$ cat src/rtl/rss_pkg.sv
// package for the running sample statistics block: widths, field offsets, types
package rss_pkg;

   localparam int COUNT_WIDTH  = 16;
   localparam int SAMPLE_WIDTH = 32;

   localparam int NUM_WIDTH  = SAMPLE_WIDTH + COUNT_WIDTH + 1;
   localparam int REQ_WIDTH  = ((SAMPLE_WIDTH + 7) / 8) * 8;
   localparam int RSP_BITS   = COUNT_WIDTH + 6 * SAMPLE_WIDTH;
   localparam int RSP_WIDTH  = ((RSP_BITS + 7) / 8) * 8;
   localparam int MUL_CNT_W  = $clog2(COUNT_WIDTH);
   localparam int ITER_W     = $clog2(SAMPLE_WIDTH);

   localparam int F_COUNT = 0;
   localparam int F_FIRST = COUNT_WIDTH;
   localparam int F_MIN   = COUNT_WIDTH + SAMPLE_WIDTH;
   localparam int F_MAX   = COUNT_WIDTH + 2 * SAMPLE_WIDTH;
   localparam int F_MEAN  = COUNT_WIDTH + 3 * SAMPLE_WIDTH;

   localparam logic [COUNT_WIDTH-1:0]  COUNT_MAX  = {COUNT_WIDTH{1'b1}};
   localparam logic [SAMPLE_WIDTH-1:0] SAMPLE_MAX = {1'b0, {(SAMPLE_WIDTH-1){1'b1}}};
   localparam logic [SAMPLE_WIDTH-1:0] SAMPLE_MIN = {1'b1, {(SAMPLE_WIDTH-1){1'b0}}};

   typedef enum logic [2:0] {
      ST_IDLE,
      ST_MUL,
      ST_MEAN_START,
      ST_MEAN_DIV,
      ST_ABS_DIFF,
      ST_DEV_START,
      ST_DEV_DIV,
      ST_FINISH
   } state_type;

   typedef struct packed {
      logic start;
      logic negative;
   } div_ctl_type;

endpackage

$ cat src/rtl/running_sample_statistics.sv
// top level of the running sample statistics block
//
// Each sample beat updates count, first sample, minimum, maximum, running mean,
// mean absolute deviation and last sample, and yields one result beat. For each
// item a bit-serial shift-add multiplier forms mean*count one count bit per
// cycle, then a shared divider resolves one quotient bit per cycle, first for
// the new mean and then for the deviation step. A finished result waits in an
// output register, so the next sample is taken while the previous result is
// unread.
module running_sample_statistics (
   input  logic                           clock,
   input  logic                           reset,
   input  logic                           req_tvalid,
   output logic                           req_tready,
   input  logic [rss_pkg::REQ_WIDTH-1:0]  req_tdata,  // sample
   output logic                           rsp_tvalid,
   input  logic                           rsp_tready,
   output logic [rss_pkg::RSP_WIDTH-1:0]  rsp_tdata   // sample_count, first_sample, minimum,
                                                      // maximum, mean, mean_abs_dev, last_sample
);
   import rss_pkg::*;

   state_type state_ff;
   state_type state_in;

   logic [COUNT_WIDTH-1:0]         count_ff;
   logic signed [SAMPLE_WIDTH-1:0] first_ff;
   logic signed [SAMPLE_WIDTH-1:0] min_ff;
   logic signed [SAMPLE_WIDTH-1:0] max_ff;
   logic signed [SAMPLE_WIDTH-1:0] mean_ff;
   logic [SAMPLE_WIDTH-1:0]        dev_ff;
   logic signed [SAMPLE_WIDTH-1:0] last_ff;

   logic [COUNT_WIDTH:0]           dvs_ff;
   logic signed [NUM_WIDTH-1:0]    acc_ff;
   logic signed [NUM_WIDTH-1:0]    mcand_ff;
   logic [COUNT_WIDTH-1:0]         mplier_ff;
   logic [MUL_CNT_W-1:0]           mul_cnt_ff;
   logic [SAMPLE_WIDTH-1:0]        absdiff_ff;

   logic                           rsp_tvalid_ff;
   logic [RSP_WIDTH-1:0]           rsp_data_ff;

   logic signed [SAMPLE_WIDTH-1:0] sample;
   logic                           req_beat;
   logic                           out_load;
   logic [COUNT_WIDTH-1:0]         count_in;
   logic signed [SAMPLE_WIDTH:0]   diff;
   logic [SAMPLE_WIDTH:0]          diff_mag;
   logic signed [SAMPLE_WIDTH:0]   delta;
   logic [SAMPLE_WIDTH:0]          delta_mag;

   div_ctl_type                    div_ctl;
   logic [NUM_WIDTH-1:0]           div_numer;
   logic                           div_done;
   logic signed [SAMPLE_WIDTH-1:0] div_quo;

   assign sample   = $signed(req_tdata[SAMPLE_WIDTH-1:0]);
   assign req_beat = req_tvalid && req_tready;
   assign count_in = (count_ff == COUNT_MAX) ? count_ff : count_ff + 1'b1;

   assign diff      = {last_ff[SAMPLE_WIDTH-1], last_ff} - {mean_ff[SAMPLE_WIDTH-1], mean_ff};
   assign diff_mag  = diff[SAMPLE_WIDTH] ? -diff : diff;
   assign delta     = $signed({1'b0, absdiff_ff}) - $signed({1'b0, dev_ff});
   assign delta_mag = delta[SAMPLE_WIDTH] ? -delta : delta;

   rss_div u_div (
      .clock    (clock),
      .reset    (reset),
      .ctl      (div_ctl),
      .numer    (div_numer),
      .divisor  (dvs_ff),
      .done     (div_done),
      .quotient (div_quo)
   );

   // next state
   always_comb begin
      state_in = state_ff;
      case (state_ff)
         ST_IDLE:       if (req_tvalid) state_in = ST_MUL;
         ST_MUL:        if (mul_cnt_ff == MUL_CNT_W'(COUNT_WIDTH - 1)) state_in = ST_MEAN_START;
         ST_MEAN_START: state_in = ST_MEAN_DIV;
         ST_MEAN_DIV:   if (div_done) state_in = ST_ABS_DIFF;
         ST_ABS_DIFF:   state_in = ST_DEV_START;
         ST_DEV_START:  state_in = ST_DEV_DIV;
         ST_DEV_DIV:    if (div_done) state_in = ST_FINISH;
         ST_FINISH:     if (!rsp_tvalid_ff || rsp_tready) state_in = ST_IDLE;
         default:       state_in = ST_IDLE;
      endcase
   end

   // state outputs
   always_comb begin
      req_tready       = 1'b0;
      out_load         = 1'b0;
      div_ctl.start    = 1'b0;
      div_ctl.negative = 1'b0;
      div_numer        = '0;
      case (state_ff)
         ST_IDLE: begin
            req_tready = 1'b1;
         end
         ST_MEAN_START: begin
            div_ctl.start    = 1'b1;
            div_ctl.negative = acc_ff[NUM_WIDTH-1];
            div_numer        = acc_ff[NUM_WIDTH-1] ? -acc_ff : acc_ff;
         end
         ST_DEV_START: begin
            div_ctl.start    = 1'b1;
            div_ctl.negative = delta[SAMPLE_WIDTH];
            div_numer        = NUM_WIDTH'(delta_mag);
         end
         ST_FINISH: begin
            out_load = !rsp_tvalid_ff || rsp_tready;
         end
         default: begin
            req_tready = 1'b0;
         end
      endcase
   end

   always_ff @(posedge clock) begin
      if (reset) begin
         state_ff      <= ST_IDLE;
         rsp_tvalid_ff <= 1'b0;
         count_ff      <= '0;
         first_ff      <= '0;
         min_ff        <= SAMPLE_MAX;
         max_ff        <= SAMPLE_MIN;
         mean_ff       <= '0;
         dev_ff        <= '0;
         last_ff       <= '0;
      end else begin
         state_ff <= state_in;

         if (req_beat) begin
            if (count_ff == '0) first_ff <= sample;
            if (sample < min_ff) min_ff <= sample;
            if (sample > max_ff) max_ff <= sample;
            last_ff    <= sample;
            dvs_ff     <= {1'b0, count_ff} + 1'b1;
            acc_ff     <= NUM_WIDTH'(sample);
            mcand_ff   <= NUM_WIDTH'(mean_ff);
            mplier_ff  <= count_ff;
            mul_cnt_ff <= '0;
         end

         // shift-add over the count bits
         if (state_ff == ST_MUL) begin
            if (mplier_ff[0]) acc_ff <= acc_ff + mcand_ff;
            mcand_ff   <= mcand_ff <<< 1;
            mplier_ff  <= mplier_ff >> 1;
            mul_cnt_ff <= mul_cnt_ff + 1'b1;
         end

         if (state_ff == ST_MEAN_DIV && div_done) mean_ff <= div_quo;
         if (state_ff == ST_ABS_DIFF) absdiff_ff <= diff_mag[SAMPLE_WIDTH-1:0];
         if (state_ff == ST_DEV_DIV && div_done) dev_ff <= dev_ff + div_quo;

         if (out_load) begin
            rsp_tvalid_ff <= 1'b1;
            count_ff      <= count_in;
            rsp_data_ff   <= RSP_WIDTH'({last_ff, dev_ff, mean_ff, max_ff, min_ff,
                                         first_ff, count_in});
         end else if (rsp_tready) begin
            rsp_tvalid_ff <= 1'b0;
         end
      end
   end

   assign rsp_tvalid = rsp_tvalid_ff;
   assign rsp_tdata  = rsp_data_ff;

endmodule

$ cat src/rtl/rss_div.sv
// bit-serial sign-magnitude divider, one quotient bit per cycle
module rss_div (
   input  logic                                    clock,
   input  logic                                    reset,
   input  rss_pkg::div_ctl_type                    ctl,
   input  logic [rss_pkg::NUM_WIDTH-1:0]           numer,
   input  logic [rss_pkg::COUNT_WIDTH:0]           divisor,
   output logic                                    done,
   output logic signed [rss_pkg::SAMPLE_WIDTH-1:0] quotient
);
   import rss_pkg::*;

   logic                    busy_ff;
   logic                    done_ff;
   logic                    neg_ff;
   logic [COUNT_WIDTH:0]    rem_ff;
   logic [SAMPLE_WIDTH-1:0] quo_ff;
   logic [COUNT_WIDTH:0]    dvs_ff;
   logic [ITER_W-1:0]       iter_ff;

   logic [COUNT_WIDTH+1:0]  trial;
   logic [COUNT_WIDTH+1:0]  trial_sub;
   logic                    fits;

   assign trial     = {rem_ff, quo_ff[SAMPLE_WIDTH-1]};
   assign trial_sub = trial - {1'b0, dvs_ff};
   assign fits      = trial >= {1'b0, dvs_ff};

   always_ff @(posedge clock) begin
      if (reset) begin
         busy_ff <= 1'b0;
         done_ff <= 1'b0;
      end else begin
         done_ff <= 1'b0;
         if (ctl.start) begin
            busy_ff <= 1'b1;
            iter_ff <= '0;
            neg_ff  <= ctl.negative;
            rem_ff  <= numer[NUM_WIDTH-1:SAMPLE_WIDTH];
            quo_ff  <= numer[SAMPLE_WIDTH-1:0];
            dvs_ff  <= divisor;
         end else if (busy_ff) begin
            rem_ff  <= fits ? trial_sub[COUNT_WIDTH:0] : trial[COUNT_WIDTH:0];
            quo_ff  <= {quo_ff[SAMPLE_WIDTH-2:0], fits};
            iter_ff <= iter_ff + 1'b1;
            if (iter_ff == ITER_W'(SAMPLE_WIDTH - 1)) begin
               busy_ff <= 1'b0;
               done_ff <= 1'b1;
            end
         end
      end
   end

   assign done     = done_ff;
   assign quotient = neg_ff ? -$signed(quo_ff) : $signed(quo_ff);

endmodule

$ cat config.mk
export PLATFORM = sky130hd
export DESIGN_NAME = running_sample_statistics
export DESIGN_NICKNAME = d
export VERILOG_FILES = /design/src/rtl/rss_pkg.sv /design/src/rtl/running_sample_statistics.sv /design/src/rtl/rss_div.sv
export SDC_FILE = /design/constraint.sdc
export NUM_CORES = 2
export LEC_CHECK = 0
export BUFFER_PORTS_ARGS = -buffer_cell sky130_fd_sc_hd__buf_2
export CAP_MARGIN = 20
export CORE_MARGIN = 3
export CORE_UTILIZATION = 60
export CTS_CLUSTER_SIZE = 8
export DETAILED_ROUTE_END_ITERATION = 8
export PLACE_DENSITY = 0.9
export SLEW_MARGIN = 10
export SYNTH_ARGS = -nofsm -noshare
export SYNTH_HDL_FRONTEND = slang
export SYNTH_SLANG_ARGS = --single-unit
$ cat constraint.sdc
create_clock -name clock -period 34.2 [get_ports clock]
set_input_delay 1.71 -clock clock [delete_from_list [all_inputs] [get_ports clock]]
set_output_delay 1.71 -clock clock [all_outputs]
set_load 0.05 [all_outputs]
## After elaboration in Yosys (flattened, before gate mapping)

Index checks and enable logic that the tools add are counted.

- Output and inout port bits: 210
- Register bits after elaboration: 661
- Input bits: 36

- Magnitude comparators: 3
- Bitwise gates (word level): 2
- Reductions and logical operators: 21
- Equality and inequality tests: 15
- Add/subtract/negate cells: 13
- Multiplexer cells: 36

Operators by type and width:

| kind | number |
|---|---|
| 2-to-1 mux 49 bit | 6 |
| 2-to-1 mux 32 bit | 4 |
| case mux 49 bit (2 select lines) | 1 |
| subtractor 32 x 32 -> 33 bit | 2 |
| negation 32 bit | 2 |
| 2-to-1 mux 17 bit | 3 |
| adder 49 bit | 1 |
| negation 49 bit | 1 |
| 2-to-1 mux 33 bit | 1 |
| negation 33 bit | 1 |
| adder 32 bit | 1 |
| greater-than comparator 32 bit | 1 |
| less-than comparator 32 bit | 1 |
| 2-to-1 mux 16 bit | 2 |
| case mux 3 bit (8 select lines) | 1 |
| >= comparator 18 x 17 -> 1 bit | 1 |
| AND reduction 2 bit | 9 |
| adder 16 x 1 -> 17 bit, second input constant | 1 |
| subtractor 17 bit | 1 |
| adder 16 x 1 -> 16 bit, second input constant | 1 |
| == test 16 bit, second input constant | 1 |
| zero test 16 bit | 1 |
| 2-to-1 mux 15 bit | 1 |
| 2-to-1 mux 3 bit | 5 |
| other kinds (21) | 41 |

## Logic depth before layout (Yosys ltp)

- Word-level depth: 6
- Mapped depth: 20

## Hierarchy

From an unflattened synthesis, not the netlist that was laid out.

- Cell total of the unflattened synthesis: 3855
- Area total of the unflattened synthesis: 37601.1 um^2

By module, submodules not included:

| module | cells an instance | instances | area an instance (um^2) | seq. area each (um^2) |
|---|---|---|---|---|
| running_sample_statistics | 3444 | 1 | 32955.4 | 15504.9 |
| rss_div | 411 | 1 | 4645.7 | 2202.1 |

## Worst setup path after synthesis

No wires, ideal clock.

- Path type: input to register
- Start: input rsp_tready
- End: register rsp_data_ff[0] (netlist: rsp_tdata[0]), enable pin
- Data required time: 33419 ps
- Setup time: 781 ps
- Stages: 5
- Slack: 22473 ps
- Arrival time: 10946 ps
- Path buffers: 2
- Cells stage by stage: nand2b_1 -> nand2b_1 -> clkbuf_1 -> buf_1 -> nor2_1

- Longest elaborated chain between the ends: 3

Ends and longest elaborated chain:

| what | RTL line | text |
|---|---|---|
| start, declared | running_sample_statistics.sv:17 | `input logic rsp_tready,` |
| logical OR 1 bit | running_sample_statistics.sv:115 | `out_load = !rsp_tvalid_ff \|\| rsp_tready;` |
| 2-to-1 mux 1 bit | running_sample_statistics.sv:100 | `case (state_ff)` |
| AND reduction 2 bit (no line) | - |  |
| end signal, assigned | running_sample_statistics.sv:164 | `rsp_data_ff <= RSP_WIDTH'({last_ff, dev_ff, mean_ff, max_ff, min_ff,` |
| end, declared | running_sample_statistics.sv:42 | `logic [RSP_WIDTH-1:0] rsp_data_ff;` |

No other way between the ends.
A chain may end at the register's enable or synchronous reset.

## Worst setup path in the final report

- Start: register u_div.quo_ff[7]
- End: register dev_ff[31]

- Longest elaborated chain between the ends: 3

Ends and longest elaborated chain:

| what | RTL line | text |
|---|---|---|
| start, declared | rss_div.sv:17 | `logic [SAMPLE_WIDTH-1:0] quo_ff;` |
| start signal, assigned | rss_div.sv:40 | `quo_ff <= numer[SAMPLE_WIDTH-1:0];` |
| start signal, assigned | rss_div.sv:44 | `quo_ff <= {quo_ff[SAMPLE_WIDTH-2:0], fits};` |
| negation 32 bit | rss_div.sv:55 | `assign quotient = neg_ff ? -$signed(quo_ff) : $signed(quo_ff);` |
| 2-to-1 mux 32 bit | rss_div.sv:55 |  |
| named net div_quo[24] | running_sample_statistics.sv:56 | `logic signed [SAMPLE_WIDTH-1:0] div_quo;` |
| adder 32 bit | running_sample_statistics.sv:159 | `if (state_ff == ST_DEV_DIV && div_done) dev_ff <= dev_ff + div_quo;` |
| end signal, assigned | running_sample_statistics.sv:159 |  |
| end, declared | running_sample_statistics.sv:31 | `logic [SAMPLE_WIDTH-1:0] dev_ff;` |

The timed path passes the listed nets, and every way through them passes these cells.

==> impl_metrics.json <==
{
  "status": "completed",
  "drt-pass1-iter-count": 6,
  "grt_usage": 0.322,
  "insertion_delay_ps": 660,
  "place_inst": 4823,
  "finalCritPeriodShare": 0.152,
  "drc_errors": 0,
  "synth_edf_count": 447,
  "yosysUniqueCellTypes": 86,
  "slew_violations": 0,
  "clockRootBuffer": "clkbuf_16",
  "grt_pass1_wl_mm": 168,
  "syn-cell-area_um2": 37400,
  "drt-initial-drc-count": 3565,
  "dieArea_um2": 65400,
  "syn_avg_cell_area_um2": 9.63,
  "ys_warn_count": 0,
  "fin_setup_tns_ps": 0,
  "netlist.area_leader.share": 0.359,
  "cts_tree": "built",
  "synthTopCellsByArea": "edfxtp_1 (36%), dfxtp_1 (11%), ha_1 (7.8%)",
  "worst_slew_pin_slew_ps": 1130,
  "ioPinCount": 246,
  "die_y_um": 256,
  "routed_wl_mm": 108,
  "fmax_mhz": 193,
  "gp_congestion": 0.998,
  "cts_buffers": 92,
  "cp.required_ps": 34700,
  "htreeDepth": 3,
  "rows": 90,
  "clk_path_buf_depth": 3,
  "grt_pass1_vias": 30000,
  "async_flop_share": 0,
  "wl_per_cell_um": 21.7,
  "p_leak_nw": 16.6,
  "hold_violations": 0,
  "fin_nets": 4362,
  "core_area_um2": 61000,
  "fill_cells": 4523,
  "ys_seq_area_frac": 0.473,
  "grt_max_degree": 94,
  "hpwlAfterDp_mm": 77.2,
  "area_delta_synth_final_pct": 12.7,
  "hold_buffers": 0,
  "final_common_cell": "nand2_1",
  "grt_antenna_before_repair": 2,
  "grt_overflow": 0,
  "rsz0062_at_grt": "false",
  "synth_flop_cell": "edfxtp_1",
  "vias": 31500,
  "worstPathArrival_ps": 5690,
  "drtAntennaViolNets": 0,
  "cts.sinks": 661,
  "ys_seq_elements": 661,
  "syn_inst": 3884,
  "startpoint_type": "register",
  "period_minus_slack_ps": 5190,
  "final_cell_mix": "nand2_1 (527), edfxtp_1 (447), a21oi_1 (313), nor2_1 (275), buf_2 (244)",
  "drive_gt1_frac": 0.104,
  "relSlewSlack": 0.244,
  "detail_route.vias_per_cell": 6.30,
  "cap_violations": 0,
  "setup_violations": 0,
  "die_w_um": 256,
  "postCtsSetupBuffers": 0,
  "post-synth-top-area-cell": "edfxtp_1",
  "stdcell_count": 4994,
  "cts-resized-gates": 0,
  "end_kind": "register",
  "portBuffers": 245,
  "critical_path_class": "register to register",
  "initial_core_util": 0.613,
  "num_antenna_cells": 0,
  "ir_worst_vdd_v": 0.0000424,
  "clk_pin_slew_ps": 50,
  "syn-num-nets": 4157,
  "worstPathMaxFanout": 6,
  "hp-class": "register to register",
  "fin_skew_ps": 47.5,
  "power_per_cell_area_nw_per_um2": 49.8
}
==> layer usage <==
layer	up-vias	part of all wire	wire, um	GRT usage
li1	14500	-	-	-
met1	15000	0.39	42200	0.420
met2	1691	0.46	50100	0.522
met3	301	0.11	11600	0.0701
met4	0	0.041	4390	0.133
met5	-	0	0	0
==> logic make-up after synthesis <==
logic type      after synthesis  share of synthesized area
mux                          92                     0.0247
simple gates               1254                      0.155
compound gates              989                      0.164
buf+inv                     376                     0.0378
fa+ha+maj                   237                     0.0803
xor+xnor                    275                     0.0644
flops                       661                      0.473
==> registers in the layout, indices dropped and copies added (netlist names), 16 cells and up <==
register and flops:
rsp_tdata 208, acc_ff 49, mcand_ff 49, absdiff_ff 32, dev_ff 32, first_ff 32
last_ff 32, max_ff 32, mean_ff 32, min_ff 32, u_div.quo_ff 32, dvs_ff 17
u_div.dvs_ff 17, u_div.rem_ff 17, count_ff 16, mplier_ff 16
==> metrics by stage <==
| step | worst slack (ps) | power (mW) | hold WS [ps] | util | cell area [um^2] |
|---|---|---|---|---|---|
| CTS | 29080 | 2.10 | 417 | 0.691 | 42200 |
| finish | 29010 | 2.10 | 420 | 0.691 | 42200 |
| global route | 28800 | 2.17 | 431 | 0.691 | 42200 |
| detailed placement | 29120 | 1.23 | 407 | 0.645 | 39400 |
| global placement | 29180 | 1.22 | 402 | 0.645 | 39400 |
| floorplan | 22470 | 1.15 | 400 | - | 37400 |
==> layout make-up <==
type                            count  area, um^2  share of cell area
Tap cell                          828        1040              0.0246
Timing Repair Buffer              281        1500              0.0356
Multi-Input combinational cell   2847       18400               0.436
Clock inverter                      7         186             0.00442
Sequential cell                   661       17700               0.420
Clock buffer                      164        2580              0.0613
Inverter                          206         776              0.0184
==> worst paths after layout <==
| path | end | slack (ps) | cells past startpoint | from |
|---|---|---|---|---|
| worst max-delay path | dev_ff[31]$_SDFFE_PP0P_ | 29010 | 18 | u_div.quo_ff[7]$_DFFE_PP_ |
| worst min-delay path | u_div.dvs_ff[5]$_DFFE_PP_ | 420 | 0 | dvs_ff[5]$_DFFE_PP_ |
| worst max register to register | dev_ff[31]$_SDFFE_PP0P_ | 29010 | 18 | u_div.quo_ff[7]$_DFFE_PP_ |
| worst min register to register | u_div.dvs_ff[5]$_DFFE_PP_ | 420 | 0 | dvs_ff[5]$_DFFE_PP_ |
==> power breakdown <==
part	switching, mW	total (mW)	internal, mW
logic	0.191	0.311	0.120
registers	0.0296	0.917	0.888
clock network	0.361	0.873	0.512
total	0.581	2.10	1.52
==> critical path: stages (launching register included) <==
cell and delay (ps):
edfxtp_1 480, or4_1 590, or4_1 480, or3_1 420
or3_1 380, or3_1 350, nand2_1 100, xnor2_1 140
ha_1 320, a21o_1 200, a21oi_1 280, o21bai_1 100
a21o_1 180, a21o_1 180, a21oi_1 180, nor3_1 80
a311oi_1 320, and3_1 200, nor3_1 50
==> Yosys cell counts, types with 22 or more instances <==
master and number:
a211oi_1 43, a21o_1 91, a21oi_1 314, a22oi_1 27
a31oi_1 55, and2_1 30, and3_1 33, clkbuf_1 159
dfxtp_1 214, edfxtp_1 447, ha_1 232, inv_1 205
mux2i_1 89, nand2_1 529, nand2b_1 48, nand3_1 65
nand4_1 33, nor2_1 278, nor2b_1 34, nor3_1 68
o21a_1 24, o21ai_0 205, o31ai_1 35, o41ai_1 22
or3_1 44, xnor2_1 178, xor2_1 97
(Power assumes the default switching activity.)
